[config.mk]
export PLATFORM = sky130hd
export DESIGN_NAME = nfpe_front
export DESIGN_NICKNAME = d
export VERILOG_FILES = /design/src/nfpe_pkg.sv /design/src/nfpe_front.sv
export SDC_FILE = /design/constraint.sdc
export NUM_CORES = 1
export LEC_CHECK = 0
export BUFFER_PORTS_ARGS = -buffer_cell sky130_fd_sc_hd__buf_4
export CAP_MARGIN = 20
export CORE_ASPECT_RATIO = 1.25
export CORE_MARGIN = 4
export CORE_UTILIZATION = 48
export DETAILED_ROUTE_END_ITERATION = 8
export PLACE_DENSITY = 0.75
export SLEW_MARGIN = 30
export SYNTH_ARGS = -nofsm -noshare
export SYNTH_HDL_FRONTEND = slang
export SYNTH_SLANG_ARGS = --single-unit
[constraint.sdc]
create_clock -name clk -period 1.6 [get_ports clk]
set_input_delay 0 -clock clk [delete_from_list [all_inputs] [get_ports clk]]
set_output_delay 0 -clock clk [all_outputs]
set_load 0.01 [all_outputs]
[src/nfpe_pkg.sv]
// nfpe_pkg: shared sizes, codes, command and status types of the
// nibble framebuffer pixel engine. No dependencies.

package nfpe_pkg;

    // Screen geometry
    localparam int SCREEN_SIDE  = 128;
    localparam int ROW_BYTES    = (SCREEN_SIDE + 1) / 2;
    localparam int SCREEN_BYTES = SCREEN_SIDE * ROW_BYTES;
    localparam int ADDR_W       = $clog2(SCREEN_BYTES);
    localparam int COORD_W      = $clog2(SCREEN_SIDE);

    // Field widths
    localparam int REQ_W   = 2;
    localparam int POS_W   = 16;
    localparam int COLOR_W = 4;
    localparam int BYTE_W  = 2 * COLOR_W;
    localparam int PAL_W   = 40;
    localparam int ENTRY_W = 5;
    localparam int CFG_IDX_W = 1;

    // Command queue between front and back
    localparam int Q_DEPTH = 2;
    localparam int Q_PTR_W = $clog2(Q_DEPTH);
    localparam int Q_CNT_W = $clog2(Q_DEPTH + 1);

    // Request codes on req_type
    localparam logic [REQ_W-1:0] REQ_CLEAR = 2'd0;
    localparam logic [REQ_W-1:0] REQ_SET   = 2'd1;
    localparam logic [REQ_W-1:0] REQ_GET   = 2'd2;

    // Configuration register indexes
    localparam logic [CFG_IDX_W-1:0] CFG_PALETTE_LOW  = 1'b0;
    localparam logic [CFG_IDX_W-1:0] CFG_PALETTE_HIGH = 1'b1;

    // Identity palette after reset
    localparam logic [PAL_W-1:0] PAL_LOW_RESET  = 40'd247132686368;
    localparam logic [PAL_W-1:0] PAL_HIGH_RESET = 40'd530877622568;

    typedef enum logic [1:0] {
        OP_CLEAR,
        OP_SET,
        OP_GET,
        OP_NONE
    } op_t;

    // One classified request
    typedef struct packed {
        op_t                op;
        logic               hit;    // set: write needed; get: on screen
        logic               hi;     // odd x, high nibble
        logic [ADDR_W-1:0]  addr;
        logic [COLOR_W-1:0] color;  // mapped color for set, fill for clear
    } cmd_t;

    typedef enum logic [2:0] {
        BK_INIT,
        BK_IDLE,
        BK_CLEAR,
        BK_RMW,
        BK_GET
    } bk_state_t;

    typedef struct packed {
        bk_state_t state;
        logic      init_busy;
    } bk_status_t;

endpackage

[src/nfpe_front.sv]
// nfpe_front: accepts requests, holds palette and pen, clips and maps
// color, and emits one classified command per transfer. Uses nfpe_pkg.

module nfpe_front (
    input  logic                                clk,
    input  logic                                rst_n,
    input  logic                                cfg_we,
    input  logic [nfpe_pkg::CFG_IDX_W-1:0]      cfg_index,
    input  logic [nfpe_pkg::PAL_W-1:0]          cfg_data,
    input  logic                                accept,
    input  logic [nfpe_pkg::REQ_W-1:0]          req_type,
    input  logic signed [nfpe_pkg::POS_W-1:0]   x_pos,
    input  logic signed [nfpe_pkg::POS_W-1:0]   y_pos,
    input  logic [nfpe_pkg::COLOR_W-1:0]        color_in,
    input  logic                                color_given,
    output nfpe_pkg::cmd_t                      cmd
);

    logic [nfpe_pkg::PAL_W-1:0]   pal_low_reg,  pal_low_next;
    logic [nfpe_pkg::PAL_W-1:0]   pal_high_reg, pal_high_next;
    logic [nfpe_pkg::COLOR_W-1:0] pen_reg,      pen_next;

    logic [nfpe_pkg::COLOR_W-1:0] set_color;
    logic [nfpe_pkg::PAL_W-1:0]   pal_word;
    logic [nfpe_pkg::ENTRY_W-1:0] entry;
    logic                         on_x, on_y, on_screen;
    logic [nfpe_pkg::COORD_W-1:0] x_c, y_c;

    always_comb
    begin
        pal_low_next  = pal_low_reg;
        pal_high_next = pal_high_reg;
        if (cfg_we)
        begin
            unique case (cfg_index)
                nfpe_pkg::CFG_PALETTE_LOW:  pal_low_next  = cfg_data;
                nfpe_pkg::CFG_PALETTE_HIGH: pal_high_next = cfg_data;
                default: ;
            endcase
        end
    end

    assign set_color = color_given ? color_in : pen_reg;

    // set always updates pen; clear only when a color was given
    always_comb
    begin
        pen_next = pen_reg;
        if (accept)
        begin
            if (req_type == nfpe_pkg::REQ_SET)
            begin
                pen_next = set_color;
            end
            else if (req_type == nfpe_pkg::REQ_CLEAR && color_given)
            begin
                pen_next = color_in;
            end
        end
    end

    // clip: non-negative and below the side
    assign on_x = !x_pos[nfpe_pkg::POS_W-1] &&
                  (x_pos[nfpe_pkg::POS_W-2:0] < (nfpe_pkg::POS_W-1)'(nfpe_pkg::SCREEN_SIDE));
    assign on_y = !y_pos[nfpe_pkg::POS_W-1] &&
                  (y_pos[nfpe_pkg::POS_W-2:0] < (nfpe_pkg::POS_W-1)'(nfpe_pkg::SCREEN_SIDE));
    assign on_screen = on_x && on_y;

    assign x_c = x_pos[nfpe_pkg::COORD_W-1:0];
    assign y_c = y_pos[nfpe_pkg::COORD_W-1:0];

    assign pal_word = set_color[nfpe_pkg::COLOR_W-1] ? pal_high_reg : pal_low_reg;
    assign entry    = pal_word[nfpe_pkg::ENTRY_W * set_color[2:0] +: nfpe_pkg::ENTRY_W];

    always_comb
    begin
        cmd.hi    = x_c[0];
        cmd.addr  = nfpe_pkg::ADDR_W'(y_c) * nfpe_pkg::ADDR_W'(nfpe_pkg::ROW_BYTES)
                  + nfpe_pkg::ADDR_W'(x_c >> 1);
        cmd.hit   = 1'b0;
        cmd.color = '0;
        unique case (req_type)
            nfpe_pkg::REQ_CLEAR:
            begin
                cmd.op    = nfpe_pkg::OP_CLEAR;
                cmd.color = color_given ? color_in : '0;
            end
            nfpe_pkg::REQ_SET:
            begin
                cmd.op    = nfpe_pkg::OP_SET;
                cmd.hit   = on_screen && !entry[nfpe_pkg::ENTRY_W-1];
                cmd.color = entry[nfpe_pkg::COLOR_W-1:0];
            end
            nfpe_pkg::REQ_GET:
            begin
                cmd.op  = nfpe_pkg::OP_GET;
                cmd.hit = on_screen;
            end
            default:
            begin
                cmd.op = nfpe_pkg::OP_NONE;
            end
        endcase
    end

    always_ff @(posedge clk or negedge rst_n)
    begin
        if (!rst_n)
        begin
            pal_low_reg  <= nfpe_pkg::PAL_LOW_RESET;
            pal_high_reg <= nfpe_pkg::PAL_HIGH_RESET;
            pen_reg      <= '0;
        end
        else
        begin
            pal_low_reg  <= pal_low_next;
            pal_high_reg <= pal_high_next;
            pen_reg      <= pen_next;
        end
    end

endmodule

==> flow_summary.html <==
<table>
<tr><th>Metric</th><th>Value</th></tr>
<tr><th colspan="2">Status</th></tr>
<tr><td>Violated checks</td><td>negative setup slack</td></tr>
<tr><td>Result of the run</td><td>finished with violations</td></tr>
<tr><th colspan="2">STA</th></tr>
<tr><td>Clock Skew</td><td>0 ns</td></tr>
<tr><td>Smallest setup slack after layout</td><td>-0.603 ns</td></tr>
<tr><td>Fraction of the cycle the final worst path needs</td><td>1.38</td></tr>
<tr><td>Slew of the pin with the lowest slew margin</td><td>0.483 ns</td></tr>
<tr><td>Number of pins with negative max-slew slack in the final report</td><td>0</td></tr>
<tr><td>Fmax</td><td>454 MHz</td></tr>
<tr><td>Period minus WS final</td><td>2.20 ns</td></tr>
<tr><td>Final-report setup violation count</td><td>5</td></tr>
<tr><td>Endpoints failing hold</td><td>0</td></tr>
<tr><td>Worst relative slew slack</td><td>0.678</td></tr>
<tr><td>Setup repair after global routing missed its margin</td><td>yes</td></tr>
<tr><th colspan="2">Route</th></tr>
<tr><td>Routed length on met3</td><td>458 um</td></tr>
<tr><td>Wire length on met2</td><td>5.08 mm</td></tr>
<tr><td>DRC marker count from the first detailed-route iteration</td><td>115</td></tr>
<tr><td>Uppermost signal routing layer after detailed routing</td><td>met4</td></tr>
<tr><td>Wire length the detailed router placed on met1</td><td>3.67 mm</td></tr>
<tr><td>Post-DRT Antenna Nets</td><td>0</td></tr>
<tr><td>Iteration count of the initial detailed-routing pass</td><td>6</td></tr>
<tr><td>Vias per inst</td><td>5.38</td></tr>
<tr><td>Wire per inst</td><td>17.7 um</td></tr>
<tr><td>DRT Wirelength</td><td>9.62 mm</td></tr>
<tr><td>DRC violation count after routing</td><td>0</td></tr>
<tr><td>DR vias</td><td>2933</td></tr>
<tr><th colspan="2">Yosys</th></tr>
<tr><td>Library cell with the largest summed area after synthesis</td><td>sky130_fd_sc_hd__dfrtp_1</td></tr>
<tr><td>Number of distinct library cells after synthesis</td><td>36</td></tr>
<tr><td>Top cells by area in the synthesized netlist</td><td>sky130_fd_sc_hd__dfrtp_1 31%, sky130_fd_sc_hd__mux2_2 22%, sky130_fd_sc_hd__dfstp_2 20%</td></tr>
<tr><td>Cells after Synth</td><td>287</td></tr>
<tr><td>Yosys reg bits</td><td>84</td></tr>
<tr><td>Post-synthesis instance area</td><td>4240 sq um</td></tr>
<tr><td>Average size of a mapped cell</td><td>14.8 sq um</td></tr>
<tr><td>Dominant register cell in the synthesized netlist</td><td>sky130_fd_sc_hd__dfrtp_1</td></tr>
<tr><td>Proportion of register bits with asynchronous set or reset after synthesis</td><td>1.00</td></tr>
<tr><td>EDFF count, synth</td><td>0</td></tr>
<tr><td>Area fraction of the dominant cell type after synthesis</td><td>0.307</td></tr>
<tr><td>YS warnings</td><td>0</td></tr>
<tr><td>Net count of the mapped netlist</td><td>375</td></tr>
<tr><td>Fraction of the yosys area taken by sequential cells</td><td>0.505</td></tr>
<tr><th colspan="2">Layout</th></tr>
<tr><td>Area used by multi-input combinational logic</td><td>1930 sq um</td></tr>
<tr><td>Commonest non-fill, non-tap cell in the layout</td><td>sky130_fd_sc_hd__buf_4</td></tr>
<tr><td>Final instance area</td><td>5740 sq um</td></tr>
<tr><td>Number of nets in the final layout</td><td>508</td></tr>
<tr><td>Share of layout cells above drive strength 1</td><td>0.616</td></tr>
<tr><td>Antenna cell count</td><td>0</td></tr>
<tr><td>Area growth, synth to finish</td><td>35.3%</td></tr>
<tr><td>FF+latch area</td><td>2140 sq um</td></tr>
<tr><td># fillers</td><td>664</td></tr>
<tr><td>Most frequent cells in the layout</td><td>96 x sky130_fd_sc_hd__buf_4, 84 x sky130_fd_sc_hd__mux2_2, 52 x sky130_fd_sc_hd__dfrtp_1, 44 x sky130_fd_sc_hd__dlygate4sd3_1, 32 x sky130_fd_sc_hd__dfstp_2</td></tr>
<tr><th colspan="2">Global routing</th></tr>
<tr><td>Vias in the first global route</td><td>3084</td></tr>
<tr><td>Global-route usage over all layers</td><td>0.191</td></tr>
<tr><td>Maximum number of pins on one net before global-route repair</td><td>41</td></tr>
<tr><td>Global-route wire length before repair</td><td>15.4 mm</td></tr>
<tr><td>Total overflow reported by the global router</td><td>0</td></tr>
<tr><td>Number of antenna violations at the first check in global routing</td><td>0</td></tr>
<tr><th colspan="2">Clock tree</th></tr>
<tr><td>Num Clock Sinks</td><td>84</td></tr>
<tr><td>CTS tree</td><td>done</td></tr>
<tr><td>Clock slew at reported path FFs</td><td>0.08 ns</td></tr>
<tr><td>H-Tree Level Count</td><td>3</td></tr>
<tr><td>CTS Buf Count</td><td>9</td></tr>
<tr><td>Clock latency of the later-clocked register in the worst-skew pair</td><td>0.36 ns</td></tr>
<tr><td>Maximum clock path buffer count</td><td>2</td></tr>
<tr><td>Root buffer cell</td><td>sky130_fd_sc_hd__clkbuf_8</td></tr>
<tr><th colspan="2">Setup path</th></tr>
<tr><td>Class of the most critical setup path</td><td>flop to primary output</td></tr>
<tr><td>Critical register-to-register path endpoint</td><td>pen_reg[1]</td></tr>
<tr><td>Critical path startpoint category</td><td>flop</td></tr>
<tr><td>Data required time at the worst endpoint</td><td>1.60 ns</td></tr>
<tr><td>R2r startpoint</td><td>pen_reg[1]</td></tr>
<tr><td>Signal arrival time at the worst endpoint</td><td>2.20 ns</td></tr>
<tr><td>Endpoint class of the critical path</td><td>primary output</td></tr>
<tr><td>Path depth of the worst reg2reg path</td><td>2</td></tr>
<tr><td>Worst reg2reg setup slack</td><td>0.66 ns</td></tr>
<tr><td>Max Fanout on Critical Path</td><td>7</td></tr>
<tr><th colspan="2">Power and ir drop</th></tr>
<tr><td>Total design power</td><td>5.70 mW</td></tr>
<tr><td>NetSw</td><td>1.50 mW</td></tr>
<tr><td>Sequential fraction of design power</td><td>0.478</td></tr>
<tr><td>Largest vdd supply drop</td><td>0.740 mV</td></tr>
<tr><td>Part of the total power dissipated in the clock network</td><td>0.251</td></tr>
<tr><td>Switching share of power</td><td>0.263</td></tr>
<tr><td>Pint</td><td>4.20 mW</td></tr>
<tr><td>Power density over cell area</td><td>994 nW/um^2</td></tr>
<tr><td>Leak Pwr</td><td>2.44 nW</td></tr>
<tr><td>Share of power burned in combinational logic</td><td>0.271</td></tr>
<tr><th colspan="2">Die</th></tr>
<tr><td>Number of top-level design ports</td><td>105</td></tr>
<tr><td>Cell row count</td><td>38</td></tr>
<tr><td>Die Ht</td><td>113 um</td></tr>
<tr><td>Placeable Area</td><td>8650 sq um</td></tr>
<tr><td>Area of the die</td><td>10400 sq um</td></tr>
<tr><td>Die span in x</td><td>92.1 um</td></tr>
<tr><td>Starting Density</td><td>0.490</td></tr>
<tr><th colspan="2">Place</th></tr>
<tr><td>Final Wtd Congestion</td><td>0.831</td></tr>
<tr><td>Placed cell area</td><td>5010 sq um</td></tr>
<tr><td>Number of buffers added on ports</td><td>76</td></tr>
<tr><td>Post-place setup slack</td><td>-0.289 ns</td></tr>
<tr><td>Half-perimeter wire length after placement</td><td>6.84 mm</td></tr>
<tr><th colspan="2">Min path</th></tr>
<tr><td>Number of instances on the worst hold path</td><td>0</td></tr>
<tr><td>Endpoint with the worst hold slack</td><td>cmd[13]</td></tr>
<tr><td>Min-Delay Path Class</td><td>primary input to primary output</td></tr>
<tr><td>Startpoint of the most critical hold path</td><td>y_pos[3]</td></tr>
<tr><th colspan="2">Job</th></tr>
<tr><td>Max-cap check violation count</td><td>0</td></tr>
</table>
-- repair_timing --
action | in CTS | in global routing
resized for setup | 13 | 4
endpoints found under the hold margin | 132 | 0
buffers inserted | 7 | 2
endpoints found under the setup margin | 5 | 5
hold buffers | 44 | 0
pin swaps | 5 | 4
-- critical path, cell delays in order (launching register included) --
cell	delay, ns
sky130_fd_sc_hd__dfrtp_1	0.42
sky130_fd_sc_hd__mux2i_4	0.18
sky130_fd_sc_hd__buf_6	0.17
sky130_fd_sc_hd__buf_6	0.10
sky130_fd_sc_hd__mux4_2	0.49
sky130_fd_sc_hd__mux2i_2	0.22
sky130_fd_sc_hd__o211ai_1	0.12
sky130_fd_sc_hd__buf_4	0.16
-- cells in the mapped netlist (2+ instances only) --
cell type and number:
sky130_fd_sc_hd__mux2_2 84, sky130_fd_sc_hd__dfrtp_1 52, sky130_fd_sc_hd__dfstp_2 32, sky130_fd_sc_hd__buf_4 14, sky130_fd_sc_hd__mux2i_1 12, sky130_fd_sc_hd__clkbuf_1 9
sky130_fd_sc_hd__mux4_1 9, sky130_fd_sc_hd__mux4_2 8, sky130_fd_sc_hd__nand2_1 7, sky130_fd_sc_hd__nand3_1 7, sky130_fd_sc_hd__inv_1 5, sky130_fd_sc_hd__o211ai_1 5
sky130_fd_sc_hd__ha_1 4, sky130_fd_sc_hd__nor4_1 4, sky130_fd_sc_hd__a22oi_1 3, sky130_fd_sc_hd__buf_6 3, sky130_fd_sc_hd__nor2b_1 3, sky130_fd_sc_hd__mux2i_4 2
sky130_fd_sc_hd__nor2_1 2, sky130_fd_sc_hd__nor3_1 2, sky130_fd_sc_hd__nor3b_1 2, sky130_fd_sc_hd__o21ai_0 2, sky130_fd_sc_hd__o32ai_1 2, sky130_fd_sc_hd__or2_2 2
-- stage by stage --
stage / setup TNS, ns / hold slack [ns] / cells / utilization
after global routing: -3.23 / 0.0000208 / 545 / 0.663
final: -2.77 / 0.00000392 / 545 / 0.663
after CTS: -2.95 / 0.0000686 / 543 / 0.662
after floorplan: -0.274 / -0.296 / 287 / -
after global placement: -0.987 / -0.0171 / 476 / 0.579
after detailed placement: -1.16 / -0.0115 / 476 / 0.579
-- cells by family (layout without fill, tap and decap cells) --
| family | after synthesis | count (layout) | share of synthesized area |
|---|---|---|---|
| buf+inv | 32 | 170 | 0.0463 |
| compound gates | 19 | 19 | 0.0325 |
| fa+ha+maj | 4 | 4 | 0.0118 |
| mux | 116 | 116 | 0.364 |
| simple gates | 32 | 32 | 0.0404 |
| flops | 84 | 84 | 0.505 |
-- cell type report --
class                      count  area share
multi-input combinational    171       0.337
clock buffer                  13      0.0294
tap                          120      0.0262
sequential                    84       0.373
timing repair buffer         149       0.228
inverter                       5     0.00327
clock inverter                 3     0.00327
-- worst max path at each step --
stage                     from  endpoint  slack [ns]  cells after the start
detailed placement  pen_reg[3]    cmd[0]       -0.29                      7
CTS                 pen_reg[3]    cmd[1]       -0.62                      7
global route        pen_reg[3]    cmd[0]       -0.69                      7
floorplan           pen_reg[3]   cmd[18]       -0.11                      6
finish              pen_reg[3]    cmd[1]       -0.60                      7
global placement    pen_reg[3]   cmd[18]       -0.24                      7
-- per-layer routing --
metal  GRT usage  up-vias
met1       0.217     1477
met5           0        -
met3      0.0379       39
li1            -     1329
met4       0.113        0
met2       0.332       88
-- power groups by stage --
| stage | registers, mW | clock network (mW) | logic [mW] |
|---|---|---|---|
| 6_report | 2.72 | 1.43 | 1.55 |
| 5_1_grt | 2.76 | 1.54 | 1.67 |
| 4_1_cts | 2.72 | 1.45 | 1.54 |
| 3_5_place_dp | 2.75 | 0 | 1.34 |
| 3_3_place_gp | 2.74 | 0 | 1.30 |
| 2_1_floorplan | 2.68 | 0 | 0.888 |
No activity file was read; power rests on OpenSTA's default activity.
