<file path="src/nfpe_pkg.sv">
// nfpe_pkg: shared sizes, codes, command and status types of the
// nibble framebuffer pixel engine. No dependencies.

package nfpe_pkg;

    // Screen geometry
    localparam int SCREEN_SIDE  = 128;
    localparam int ROW_BYTES    = (SCREEN_SIDE + 1) / 2;
    localparam int SCREEN_BYTES = SCREEN_SIDE * ROW_BYTES;
    localparam int ADDR_W       = $clog2(SCREEN_BYTES);
    localparam int COORD_W      = $clog2(SCREEN_SIDE);

    // Field widths
    localparam int REQ_W   = 2;
    localparam int POS_W   = 16;
    localparam int COLOR_W = 4;
    localparam int BYTE_W  = 2 * COLOR_W;
    localparam int PAL_W   = 40;
    localparam int ENTRY_W = 5;
    localparam int CFG_IDX_W = 1;

    // Command queue between front and back
    localparam int Q_DEPTH = 2;
    localparam int Q_PTR_W = $clog2(Q_DEPTH);
    localparam int Q_CNT_W = $clog2(Q_DEPTH + 1);

    // Request codes on req_type
    localparam logic [REQ_W-1:0] REQ_CLEAR = 2'd0;
    localparam logic [REQ_W-1:0] REQ_SET   = 2'd1;
    localparam logic [REQ_W-1:0] REQ_GET   = 2'd2;

    // Configuration register indexes
    localparam logic [CFG_IDX_W-1:0] CFG_PALETTE_LOW  = 1'b0;
    localparam logic [CFG_IDX_W-1:0] CFG_PALETTE_HIGH = 1'b1;

    // Identity palette after reset
    localparam logic [PAL_W-1:0] PAL_LOW_RESET  = 40'd247132686368;
    localparam logic [PAL_W-1:0] PAL_HIGH_RESET = 40'd530877622568;

    typedef enum logic [1:0] {
        OP_CLEAR,
        OP_SET,
        OP_GET,
        OP_NONE
    } op_t;

    // One classified request
    typedef struct packed {
        op_t                op;
        logic               hit;    // set: write needed; get: on screen
        logic               hi;     // odd x, high nibble
        logic [ADDR_W-1:0]  addr;
        logic [COLOR_W-1:0] color;  // mapped color for set, fill for clear
    } cmd_t;

    typedef enum logic [2:0] {
        BK_INIT,
        BK_IDLE,
        BK_CLEAR,
        BK_RMW,
        BK_GET
    } bk_state_t;

    typedef struct packed {
        bk_state_t state;
        logic      init_busy;
    } bk_status_t;

endpackage

</file>
<file path="src/nfpe_queue.sv">
// nfpe_queue: short command FIFO between front and back.
// Uses nfpe_pkg (cmd_t, Q_DEPTH).

module nfpe_queue (
    input  logic                          clk,
    input  logic                          rst_n,
    input  logic                          push,
    input  nfpe_pkg::cmd_t                push_cmd,
    input  logic                          pop,
    output nfpe_pkg::cmd_t                head_cmd,
    output logic                          empty,
    output logic                          full,
    output logic [nfpe_pkg::Q_CNT_W-1:0]  count
);

    nfpe_pkg::cmd_t                 slot_reg [nfpe_pkg::Q_DEPTH];
    logic [nfpe_pkg::Q_PTR_W-1:0]   wr_ptr_reg, wr_ptr_next;
    logic [nfpe_pkg::Q_PTR_W-1:0]   rd_ptr_reg, rd_ptr_next;
    logic [nfpe_pkg::Q_CNT_W-1:0]   count_reg,  count_next;

    assign empty    = (count_reg == '0);
    assign full     = (count_reg == nfpe_pkg::Q_CNT_W'(nfpe_pkg::Q_DEPTH));
    assign count    = count_reg;
    assign head_cmd = slot_reg[rd_ptr_reg];

    always_comb
    begin
        wr_ptr_next = push ? wr_ptr_reg + 1'b1 : wr_ptr_reg;
        rd_ptr_next = pop  ? rd_ptr_reg + 1'b1 : rd_ptr_reg;
        count_next  = count_reg;
        if (push && !pop)
        begin
            count_next = count_reg + 1'b1;
        end
        else if (pop && !push)
        begin
            count_next = count_reg - 1'b1;
        end
    end

    always_ff @(posedge clk)
    begin
        if (push)
        begin
            slot_reg[wr_ptr_reg] <= push_cmd;
        end
    end

    always_ff @(posedge clk or negedge rst_n)
    begin
        if (!rst_n)
        begin
            wr_ptr_reg <= '0;
            rd_ptr_reg <= '0;
            count_reg  <= '0;
        end
        else
        begin
            wr_ptr_reg <= wr_ptr_next;
            rd_ptr_reg <= rd_ptr_next;
            count_reg  <= count_next;
        end
    end

endmodule

</file>
<file path="config.mk">
export PLATFORM = sky130hd
export DESIGN_NAME = nfpe_queue
export DESIGN_NICKNAME = d
export VERILOG_FILES = /design/src/nfpe_pkg.sv /design/src/nfpe_queue.sv
export SDC_FILE = /design/constraint.sdc
export NUM_CORES = 1
export LEC_CHECK = 0
export BUFFER_PORTS_ARGS = -buffer_cell sky130_fd_sc_hd__buf_2
export CORE_MARGIN = 2
export CORE_UTILIZATION = 40
export DETAILED_ROUTE_END_ITERATION = 8
export GPL_TIMING_DRIVEN = 1
export PLACE_DENSITY_LB_ADDON = 0.25
export SYNTH_ARGS = -nofsm -noshare
export SYNTH_HDL_FRONTEND = slang
export SYNTH_SLANG_ARGS = --single-unit
</file>
<file path="constraint.sdc">
create_clock -name clk -period 2.83 [get_ports clk]
set_input_delay 0.566 -clock clk [delete_from_list [all_inputs] [get_ports clk]]
set_output_delay 0.566 -clock clk [all_outputs]
set_load 0.01 [all_outputs]
</file>
==> run summary, run 1 <==
===========================================================================================
Uppermost routed layer .......................................................         met4
Overall die area .............................................................   4810 sq um
Overall via count from detail_route ..........................................          879
CP required ..................................................................      2260 ps
Die Ht .......................................................................      69.3 um
Area share of the largest cell type after synthesis ..........................        73.9%
Overall track demand over capacity in global routing .........................        12.8%
Post-Place Cells .............................................................          181
Final hold vios ..............................................................            0
Maximum number of pins on one net before global-route repair .................           19
Routed len/inst ..............................................................      14.3 um
Post-Syn Area per Cell .......................................................   21.1 sq um
Depth of the CTS H-tree ......................................................            2
Asr flop ratio synth .........................................................        8.70%
Endpoint kind of the worst setup timing path .................................   output pin
Count of instances resized after the clock tree is built .....................            0
Post-Synthesis Net Count .....................................................          107
Number of optimization iterations in the first detailed-route pass ...........            2
CTS Hold Buffers Added .......................................................            0
Final HPWL DP ................................................................      1.91 mm
Setup violators final ........................................................            0
Via count of the first global-routing pass ...................................          979
Die extent in x ..............................................................      69.3 um
Fraction of layout cells with a size suffix above 1 ..........................        57.6%
Metal3 WL ....................................................................       234 um
Fill cell count ..............................................................          328
Area used by sequential logic in the layout ..................................   1360 sq um
Crit Path Category ........................................................... flip-flop to output pin
Number of design-rule violations left by the first detailed-router iteration .           40
Status ....................................................................... complete, no violations
Seq cells post-synth .........................................................           46
Number of placement rows .....................................................           23
Unrepaired setup endpoints after global routing ..............................           no
Syn-to-layout area delta .....................................................        24.4%
Residual overflow from global routing ........................................            0
Data arrival time at the worst-slack endpoint ................................      1550 ps
Worst slew margin relative to its limit ......................................        62.2%
Post-layout net count ........................................................          164
Final worst path period share ................................................        74.8%
Critical path launch point type ..............................................    flip-flop
Setup clock skew after layout ................................................      4.64 ps
Max Clk Rate .................................................................      473 MHz
Largest area contributor in the synthesized netlist .......................... sky130_fd_sc_hd__edfxtp_1
Peak VDD IR ..................................................................     0.521 mV
Fin crit period ..............................................................      2120 ps
Routed via count divided by cell count .......................................         4.65
Cells taking the most area after synthesis ................................... sky130_fd_sc_hd__edfxtp_1 (74%), sky130_fd_sc_hd__mux2_2 (14%), sky130_fd_sc_hd__dfrtp_1 (5.9%), sky130_fd_sc_hd__xor2_1 (2.1%), sky130_fd_sc_hd__buf_6 (1.3%)
Power, Total .................................................................      2.04 mW
Number of antenna violations at the first check in global routing ............            0
Warning count from the yosys run .............................................            0
DRT antenna net count ........................................................            0
Postcts setup bufs ...........................................................            0
Share of synthesized area occupied by flip-flops and latches .................        79.8%
Clock Tree Root .............................................................. sky130_fd_sc_hd__clkbuf_8
Wire length of the first global-routing pass .................................      4.57 mm
Hold WC Path Type ............................................................ input port to asynchronous set/reset pin
Pwr Density ..................................................................  959 nW/um^2
Pin slew with the least headroom to its limit ................................       565 ps
Standby leakage power ........................................................     0.831 nW
Placeable core region ........................................................   4060 sq um
Total CTS buffers ............................................................            5
Number of max-slew violations in the final report ............................            0
Clock latency on the worst-skew pair .........................................       290 ps
Placer Congestion ............................................................        0.696
Top_reg_cell synth ........................................................... sky130_fd_sc_hd__edfxtp_1
Number of synthesized flops with an enable pin ...............................           42
Aggregate negative setup slack ...............................................         0 ps
Cell Count, Final, Fillers Out ...............................................          189
Footprint of the multi-input gates ...........................................    322 sq um
Initial standard-cell utilization of the core ................................        42.1%
Detailed-routed wire length on met2 ..........................................      1.31 mm
Ant diodes ...................................................................            0
CTS Sinks ....................................................................           46
Clock-pin slew on the worst setup and hold paths .............................        80 ps
Remaining DRCs ...............................................................            0
Cell types with the highest counts after synthesis ........................... sky130_fd_sc_hd__edfxtp_1 (42), sky130_fd_sc_hd__mux2_2 (21), sky130_fd_sc_hd__dfrtp_1 (4), sky130_fd_sc_hd__xor2_1 (4)
Number of flip-flops in the largest register .................................           42
Count of boundary I/O pins ...................................................           50
Max-capacitance violation count ..............................................            0
Critical path fanouts, max ...................................................           18
Combined area of all synthesized cells .......................................   1710 sq um
Metal-1 WL ...................................................................      1.15 mm
Gate count after technology mapping ..........................................           81
TritonCTS clock tree .........................................................         done
Count of buffers from port buffering .........................................           49
Leading cell type by number of instances after synthesis ..................... sky130_fd_sc_hd__edfxtp_1
Worst-case clock buffer depth ................................................            2
Total Wirelength .............................................................      2.71 mm
Number of library cell types mapped by synthesis .............................           11
===========================================================================================
stage by stage:
stage	cell area [sq um]	utilization [%]	hold slack, ps	worst slack [ps]
after floorplan	1710	-	270	885
after global placement	2020	49.7	377	1020
after detailed placement	2020	49.7	374	975
after CTS	2120	52.3	55.9	681
after global routing	2120	52.3	38.0	595
final	2120	52.3	64.5	714
cell families (layout without fill, tap and decap cells):
family | count (synthesis) | in the layout | share of synthesized area (%)
xor+xnor | 5 | 5 | 2.57
flops | 46 | 46 | 79.8
mux | 21 | 21 | 13.9
fa+ha+maj | 1 | 1 | 0.733
simple gates | 5 | 5 | 1.54
buf+inv | 3 | 61 | 1.54
layer usage:
layer  global-route usage [%]  up-vias
met1                     14.6      420
met5                        0        -
met3                     7.12        2
met2                     20.4       39
met4                     3.92        0
li1                         -      418
final timing paths:
kind	startpoint	endpoint	slack [ps]	depth (start not counted)
worst min-delay path	rst_n	count[0]$_DFFE_PN0P_	60	1
worst min register to register	wr_ptr_reg$_DFFE_PN0P_	wr_ptr_reg$_DFFE_PN0P_	510	1
worst max register to register	wr_ptr_reg$_DFFE_PN0P_	slot_reg[0][19]$_DFFE_PP_	1320	2
worst max-delay path	rd_ptr_reg$_DFFE_PN0P_	head_cmd[3]	710	3
min in group clk	push_cmd[14]	slot_reg[0][14]$_DFFE_PP_	460	1
max in group asynchronous	rst_n	count[1]$_DFFE_PN0P_	2650	1
critical path: stages, from the launching register on:
cell                      delay, ps
sky130_fd_sc_hd__dfrtp_1        450
sky130_fd_sc_hd__buf_4          310
sky130_fd_sc_hd__mux2_2         370
sky130_fd_sc_hd__buf_2          140
final cells by class:
type	count	area share, %
clock buffers	7	3.59
clock inverters	1	1.41
inverters	1	0.177
multi-input cells	32	15.1
flip-flops and latches	46	64.1
well taps	50	2.95
repair buffers	52	12.6
power by group:
group	internal, mW	switching, mW
sequential	0.908	0.0608
combinational	0.296	0.310
clock	0.264	0.197
total	1.47	0.568
layout by cell type (no fill, tap or decap), types with 2 or more instances in the layout:
cell	n
sky130_fd_sc_hd__buf_2	49
sky130_fd_sc_hd__edfxtp_1	42
sky130_fd_sc_hd__mux2_2	21
sky130_fd_sc_hd__clkbuf_8	5
sky130_fd_sc_hd__xor2_1	4
sky130_fd_sc_hd__dfrtp_1	4
sky130_fd_sc_hd__buf_4	3
sky130_fd_sc_hd__nor2_1	2
sky130_fd_sc_hd__clkbuf_1	2
Power figures use the tool's default switching activity.
==> inputs of run 2 (changes only) <==
==> constraint.sdc (replaced) <==
create_clock -name clk -period 1.77 [get_ports clk]
set_input_delay 0.354 -clock clk [delete_from_list [all_inputs] [get_ports clk]]
set_output_delay 0.354 -clock clk [all_outputs]
set_load 0.01 [all_outputs]
==> run 2 against run 1 <==
Compared with the run above:
- utilization up 0.43 points
- sequential share of layout area down 0.52 points
- via count up 1.0%
- cell count up 1.1%
- global-route usage down 0.82 points
- flip-flop and latch count unchanged
- worst setup slack worse by 650 ps
- clock power up 59%
- power up 60%
- routed wire length down 0.26%
==> run summary, run 2 (synthesis gave the netlist of run 1 again) <==
===========================================================================================
Critical path fanouts, max ...................................................           12   was 18
Pwr Density .................................................................. 1520 nW/um^2   was 959 nW/um^2
Max Clk Rate .................................................................      586 MHz
Die Ht .......................................................................      69.3 um   unchanged
Number of design-rule violations left by the first detailed-router iteration .           33   was 40
Final worst path period share ................................................        96.5%
Maximum number of pins on one net before global-route repair .................           22   was 19
DRT antenna net count ........................................................            0   unchanged
Max-capacitance violation count ..............................................            0   unchanged
Via count of the first global-routing pass ...................................          964   was 979
Final hold vios ..............................................................            0   unchanged
Overall die area .............................................................   4810 sq um   unchanged
Pin slew with the least headroom to its limit ................................       286 ps   was 565 ps
Most common cell after layout, fill and taps aside ........................... sky130_fd_sc_hd__buf_2   unchanged
Number of buffer and inverter instances along the worst setup path ...........            2   unchanged
Routed via count divided by cell count .......................................         4.65   about the same
Cell with the largest stage delay on the worst path .......................... sky130_fd_sc_hd__mux2_2   was sky130_fd_sc_hd__dfrtp_1
Routed len/inst ..............................................................      14.1 um   was 14.3 um
Worst slew margin relative to its limit ......................................        81.0%   was 62.2%
Final HPWL DP ................................................................      1.87 mm   was 1.91 mm
Share of the core filled with cells ..........................................        52.8%   was 52.3%
Fill cell count ..............................................................          356   was 328
CP required ..................................................................      1420 ps   was 2260 ps
Status ....................................................................... complete, no violations   unchanged
Number of flip-flops in the largest register .................................           42   unchanged
Fraction of layout cells with a size suffix above 1 ..........................        57.4%   was 57.6%
Critical path launch point type ..............................................    flip-flop   unchanged
Crit Path Category ........................................................... flip-flop to output pin   unchanged
Depth of the CTS H-tree ......................................................            2   unchanged
Number of max-slew violations in the final report ............................            0   unchanged
Ant diodes ...................................................................            0   unchanged
Worst hold margin ............................................................       248 ps   was 64.5 ps
Number of optimization iterations in the first detailed-route pass ...........            4   was 2
Setup violators final ........................................................            0   unchanged
Clock Tree Root .............................................................. sky130_fd_sc_hd__clkbuf_8   unchanged
Commonest non-fill, non-tap cells in the layout .............................. sky130_fd_sc_hd__buf_2 (49), sky130_fd_sc_hd__edfxtp_1 (42), sky130_fd_sc_hd__mux2_2 (21), sky130_fd_sc_hd__clkbuf_8 (5)   unchanged
Footprint of the multi-input gates ...........................................    322 sq um   unchanged
TritonCTS clock tree .........................................................         done   unchanged
Wire length of the first global-routing pass .................................      4.25 mm   was 4.57 mm
Count of buffers from port buffering .........................................           49   unchanged
Clock-pin slew on the worst setup and hold paths .............................        80 ps   about the same
Overall track demand over capacity in global routing .........................        11.9%   was 12.8%
Total Wirelength .............................................................      2.70 mm   was 2.71 mm
Setup clock skew after layout ................................................      8.15 ps   was 4.64 ps
Clock latency on the worst-skew pair .........................................       290 ps   about the same
CTS Sinks ....................................................................           46   unchanged
Placeable core region ........................................................   4060 sq um   unchanged
Overall via count from detail_route ..........................................          888   was 879
Aggregate negative setup slack ...............................................         0 ps   unchanged
Residual overflow from global routing ........................................            0   unchanged
Post-layout net count ........................................................          166   was 164
Area used by sequential logic in the layout ..................................   1360 sq um   unchanged
Total CTS buffers ............................................................            5   unchanged
Critical path's top delay family ............................................. multiplexers   was flip-flops
Standby leakage power ........................................................     0.840 nW   was 0.831 nW
Placer Congestion ............................................................        0.712   was 0.696
Unrepaired setup endpoints after global routing ..............................          yes   was no
Remaining DRCs ...............................................................            0   unchanged
Worst-case clock buffer depth ................................................            2   unchanged
Number of antenna violations at the first check in global routing ............            0   unchanged
Count of boundary I/O pins ...................................................           50   unchanged
Number of placement rows .....................................................           23   unchanged
Count of instances resized after the clock tree is built .....................            0   unchanged
Initial standard-cell utilization of the core ................................        42.1%   unchanged
Fin crit period ..............................................................      1710 ps
Peak VDD IR ..................................................................     0.861 mV   was 0.521 mV
Die extent in x ..............................................................      69.3 um   unchanged
Hold WC Path Type ............................................................ input port to flip-flop   was input port to asynchronous set/reset pin
Endpoint kind of the worst setup timing path .................................   output pin   unchanged
Worst-path cell chain ........................................................ buf_4, mux2_2, buf_2   unchanged
Data arrival time at the worst-slack endpoint ................................      1350 ps   was 1550 ps
Biggest cell delay along the critical path ...................................       360 ps   was 450 ps
Syn-to-layout area delta .....................................................        25.4%   was 24.4%
===========================================================================================
[run 2: worst paths after layout]
path                                        startpoint                        to  slack [ps]  depth (start not counted)
worst min register to register  wr_ptr_reg$_DFFE_PN0P_    wr_ptr_reg$_DFFE_PN0P_         510                          1
max in group asynchronous                        rst_n    wr_ptr_reg$_DFFE_PN0P_        1260                          2
worst min-delay path                       push_cmd[0]  slot_reg[1][0]$_DFFE_PP_         250                          1
worst max-delay path            rd_ptr_reg$_DFFE_PN0P_              head_cmd[17]          60                          3
worst max register to register  wr_ptr_reg$_DFFE_PN0P_  slot_reg[0][9]$_DFFE_PP_         620                          2
min in group asynchronous                        rst_n    rd_ptr_reg$_DFFE_PN0P_         380                          2
[run 2: final cells by class]
cell class / count / share of cell area, %
sequential: 46 / 63.6
multi-input combinational: 32 / 15.0
timing repair buffer: 54 / 13.3
clock buffer: 7 / 3.57
tap: 50 / 2.92
clock inverter: 1 / 1.40
inverter: 1 / 0.175
[run 2: metrics by stage]
stage          std cells  cell area (sq um)  power, mW  setup WS, ps
2_1_floorplan         81               1710       2.20          10.3
6_report             191               2140       3.26          62.2
5_1_grt              191               2140       3.45         -2.52
4_1_cts              191               2140       3.32          37.9
3_5_place_dp         182               2020       2.58           370
3_3_place_gp         182               2020       2.55           387
[run 2: routing by layer]
metal,global-route usage [%],vias up,wire [um]
met1,12.9,423,1030
met5,0,-,0
li1,-,425,-
met4,3.27,0,33
met3,5.67,3,198
met2,20.9,37,1430
[run 2: timing repair]
| item | 4_1_cts | 5_1_grt |
|---|---|---|
| setup endpoints to repair | 0 | 3 |
| endpoints found under the hold margin | 4 | 0 |
| hold buffers | 1 | 0 |
| buffers inserted | 0 | 0 |
[run 2: where the power goes]
| part | leakage (nW) | internal (mW) | switching, mW |
|---|---|---|---|
| combinational | 0.346 | 0.490 | 0.506 |
| clock | 0.0524 | 0.422 | 0.309 |
| sequential | 0.441 | 1.45 | 0.0848 |
| total | 0.840 | 2.36 | 0.899 |
==> inputs of run 3 (changes only) <==
--- a/config.mk
+++ b/config.mk
@@ -9,6 +9,7 @@
 export CORE_MARGIN = 2
 export CORE_UTILIZATION = 40
 export DETAILED_ROUTE_END_ITERATION = 8
+export GPL_ROUTABILITY_DRIVEN = 1
 export GPL_TIMING_DRIVEN = 1
 export PLACE_DENSITY_LB_ADDON = 0.25
 export SYNTH_ARGS = -nofsm -noshare
==> constraint.sdc (replaced) <==
create_clock -name clk -period 1.5 [get_ports clk]
set_input_delay 0.3 -clock clk [delete_from_list [all_inputs] [get_ports clk]]
set_output_delay 0.3 -clock clk [all_outputs]
set_load 0.01 [all_outputs]
==> run 3 against run 2 <==
Compared with the run above:
- the run now ends with negative setup slack left
- via count increased by 4.5%
- hold slack worse by 53 ps
- global-route usage up 0.16 points
- flip-flop and latch count stayed put
- routed wire length is 12% higher
==> run summary, run 3 (synthesis gave the netlist of run 1 again) <==
===========================================================================================
Status ....................................................................... complete, but fails checks   was complete, no violations
Failing checks ............................................................... negative setup slack
Standby leakage power ........................................................      1.02 nW   was 0.840 nW
Clock Tree Root .............................................................. sky130_fd_sc_hd__clkbuf_8   unchanged
Number of flip-flops in the largest register .................................           42   unchanged
Setup clock skew after layout ................................................      4.87 ps   was 8.15 ps
Clock-pin slew on the worst setup and hold paths .............................        80 ps   about the same
Pin slew with the least headroom to its limit ................................       183 ps   was 286 ps
Number of placement rows .....................................................           23   unchanged
CTS Sinks ....................................................................           46   unchanged
Worst slew margin relative to its limit ......................................        87.8%   was 81.0%
End point of the worst hold path ............................................. rd_ptr_reg$_DFFE_PN0P_   was slot_reg[1][0]$_DFFE_PP_
Worst Hold Launch ............................................................          pop   was push_cmd[0]
Max-capacitance violation count ..............................................            0   unchanged
Minimum setup slack in the final design ......................................      -152 ps   was 62.2 ps
Syn-to-layout area delta .....................................................        42.2%   was 25.4%
Number of optimization iterations in the first detailed-route pass ...........            4   unchanged
Number of cell instances on the worst register-to-register path ..............            2   unchanged
Worst-case clock buffer depth ................................................            2   unchanged
Commonest non-fill, non-tap cells in the layout .............................. sky130_fd_sc_hd__edfxtp_1 (42), sky130_fd_sc_hd__buf_2 (28), sky130_fd_sc_hd__buf_6 (24), sky130_fd_sc_hd__mux2_4 (21), sky130_fd_sc_hd__clkbuf_8 (8)   was sky130_fd_sc_hd__buf_2 (49), sky130_fd_sc_hd__edfxtp_1 (42), sky130_fd_sc_hd__mux2_2 (21), sky130_fd_sc_hd__clkbuf_8 (5)
Unrepaired setup endpoints after global routing ..............................          yes   unchanged
Peak VDD IR ..................................................................      1.09 mV   was 0.861 mV
Final hold vios ..............................................................            0   unchanged
Endpoint of the lowest-slack register-to-register path ....................... slot_reg[0][13]$_DFFE_PP_   was slot_reg[0][9]$_DFFE_PP_
Combinational share of power .................................................        40.9%   was 30.5%
Wire length of the first global-routing pass .................................      4.41 mm   was 4.25 mm
Via count of the first global-routing pass ...................................          925   was 964
Net switching power figure ...................................................      1.24 mW   was 0.899 mW
Crit Path Category ........................................................... flip-flop to output pin   unchanged
Endpoint kind of the worst setup timing path .................................   output pin   unchanged
Total Wirelength .............................................................      3.03 mm   was 2.70 mm
Overall track demand over capacity in global routing .........................        12.1%   was 11.9%
Pwr Density .................................................................. 1870 nW/um^2   was 1520 nW/um^2
Switching fraction of total power ............................................        27.4%   was 27.6%
Overall die area .............................................................   4810 sq um   unchanged
Final worst path period share ................................................         110%
Max Clk Rate .................................................................      605 MHz
TritonCTS clock tree .........................................................         done   unchanged
Hold Path Depth ..............................................................            2   was 1
Share of the core filled with cells ..........................................        59.8%   was 52.8%
DRT antenna net count ........................................................            0   unchanged
Share of power burned in registers ...........................................        40.8%   was 47.1%
CP required ..................................................................      1200 ps   was 1420 ps
Placeable core region ........................................................   4060 sq um   unchanged
Reg-to-reg slack, setup ......................................................       410 ps   was 620 ps
Clock power frac .............................................................        18.3%   was 22.4%
Clock latency on the worst-skew pair .........................................       290 ps   about the same
Critical register-to-register path startpoint ................................ wr_ptr_reg$_DFFE_PN0P_   unchanged
Depth of the CTS H-tree ......................................................            2   unchanged
Fin crit period ..............................................................      1650 ps
Fraction of layout cells with a size suffix above 1 ..........................        61.5%   was 57.4%
Critical path launch point type ..............................................    flip-flop   unchanged
Placer Congestion ............................................................        0.672   was 0.712
Number of antenna violations at the first check in global routing ............            0   unchanged
Number of max-slew violations in the final report ............................            0   unchanged
Residual overflow from global routing ........................................            0   unchanged
Final HPWL DP ................................................................      1.93 mm   was 1.87 mm
Critical path fanouts, max ...................................................            5   was 12
Total CTS buffers ............................................................            5   unchanged
Overall via count from detail_route ..........................................          928   was 888
Remaining DRCs ...............................................................            0   unchanged
Post-layout net count ........................................................          173   was 166
Count of buffers from port buffering .........................................           49   unchanged
Die Ht .......................................................................      69.3 um   unchanged
Initial standard-cell utilization of the core ................................        42.1%   unchanged
Number of design-rule violations left by the first detailed-router iteration .           45   was 33
Die extent in x ..............................................................      69.3 um   unchanged
Maximum number of pins on one net before global-route repair .................           14   was 22
Setup violators final ........................................................           21   was 0
Hold WC Path Type ............................................................ input port to flip-flop   unchanged
Data arrival time at the worst-slack endpoint ................................      1350 ps   about the same
Aggregate negative setup slack ...............................................     -3110 ps   was 0 ps
Internal power summed over all cells .........................................      3.30 mW   was 2.36 mW
Routed via count divided by cell count .......................................         4.69   was 4.65
Ant diodes ...................................................................            0   unchanged
Routed len/inst ..............................................................      15.3 um   was 14.1 um
Count of boundary I/O pins ...................................................           50   unchanged
Most common cell after layout, fill and taps aside ........................... sky130_fd_sc_hd__edfxtp_1   was sky130_fd_sc_hd__buf_2
===========================================================================================
==> run 3: cell count changes in the layout (fill, tap and decap cells not counted), moves of 2 or more <==
cell / previous run / this run
sky130_fd_sc_hd__buf_6: 0 / 24
sky130_fd_sc_hd__mux2_4: 0 / 21
sky130_fd_sc_hd__mux2_2: 21 / 0
sky130_fd_sc_hd__buf_4: 4 / 7
sky130_fd_sc_hd__clkbuf_8: 5 / 8
sky130_fd_sc_hd__clkbuf_1: 2 / 0
sky130_fd_sc_hd__buf_2: 49 / 28
==> run 3: what timing repair did <==
item	CTS	global route
endpoints found under the hold margin	4	0
setup endpoints to repair	21	21
resized for setup	13	39
setup buffers	0	1
hold buffers	1	0
gates cloned	0	2
==> run 3: area by class of cell <==
class | count | area, sq um
clock buffer | 8 | 110
tap | 50 | 62.6
fill | 304 | 1630
sequential | 46 | 1360
timing repair buffer | 61 | 488
multi-input combinational | 32 | 400
inverter | 1 | 3.75
==> run 3: how the worst max path moves through the flow <==
stage / startpoint / end / slack [ps]
after detailed placement: rd_ptr_reg$_DFFE_PN0P_ / head_cmd[5] / 170
after floorplan: wr_ptr_reg$_DFFE_PN0P_ / slot_reg[0][0]$_DFFE_PP_ / 130
after global placement: rd_ptr_reg$_DFFE_PN0P_ / head_cmd[17] / 170
after global routing: rd_ptr_reg$_DFFE_PN0P_ / head_cmd[13] / -200
final: rd_ptr_reg$_DFFE_PN0P_ / head_cmd[0] / -150
after CTS: rd_ptr_reg$_DFFE_PN0P_ / head_cmd[5] / -160
==> run 3: worst max-delay path, cell delays in order, from the launching register on <==
cell and delay (ps):
sky130_fd_sc_hd__dfrtp_2 470, sky130_fd_sc_hd__buf_6 160, sky130_fd_sc_hd__mux2_4 300, sky130_fd_sc_hd__buf_6 120
==> run 3: power by group through the flow <==
stage          Clock, mW  Sequential, mW  Combinational, mW
5_1_grt            0.894            1.89               1.98
3_5_place_dp           0            1.84               1.23
6_report           0.831            1.86               1.86
2_1_floorplan          0            1.85              0.753
4_1_cts            0.857            1.82               1.40
3_3_place_gp           0            1.82               1.22
==> run 3: per-stage QoR <==
step / hold slack (ps) / worst slack [ps] / power (mW) / cell area (sq um) / std cells
2_1_floorplan: 4.41 / 126 / 2.60 / 1710 / 81
3_3_place_gp: 111 / 172 / 3.05 / 2050 / 186
3_5_place_dp: 111 / 170 / 3.07 / 2050 / 186
4_1_cts: 188 / -165 / 4.08 / 2240 / 195
5_1_grt: 185 / -198 / 4.76 / 2430 / 198
6_report: 194 / -152 / 4.54 / 2430 / 198
==> run 3: per-layer routing <==
metal  vias up  track usage [%]  wire (um)
li1        441                -          -
met1       444             14.0       1230
met2        39             20.2       1570
met3         4             5.23        209
met4         0             3.92         27
met5         -                0          0
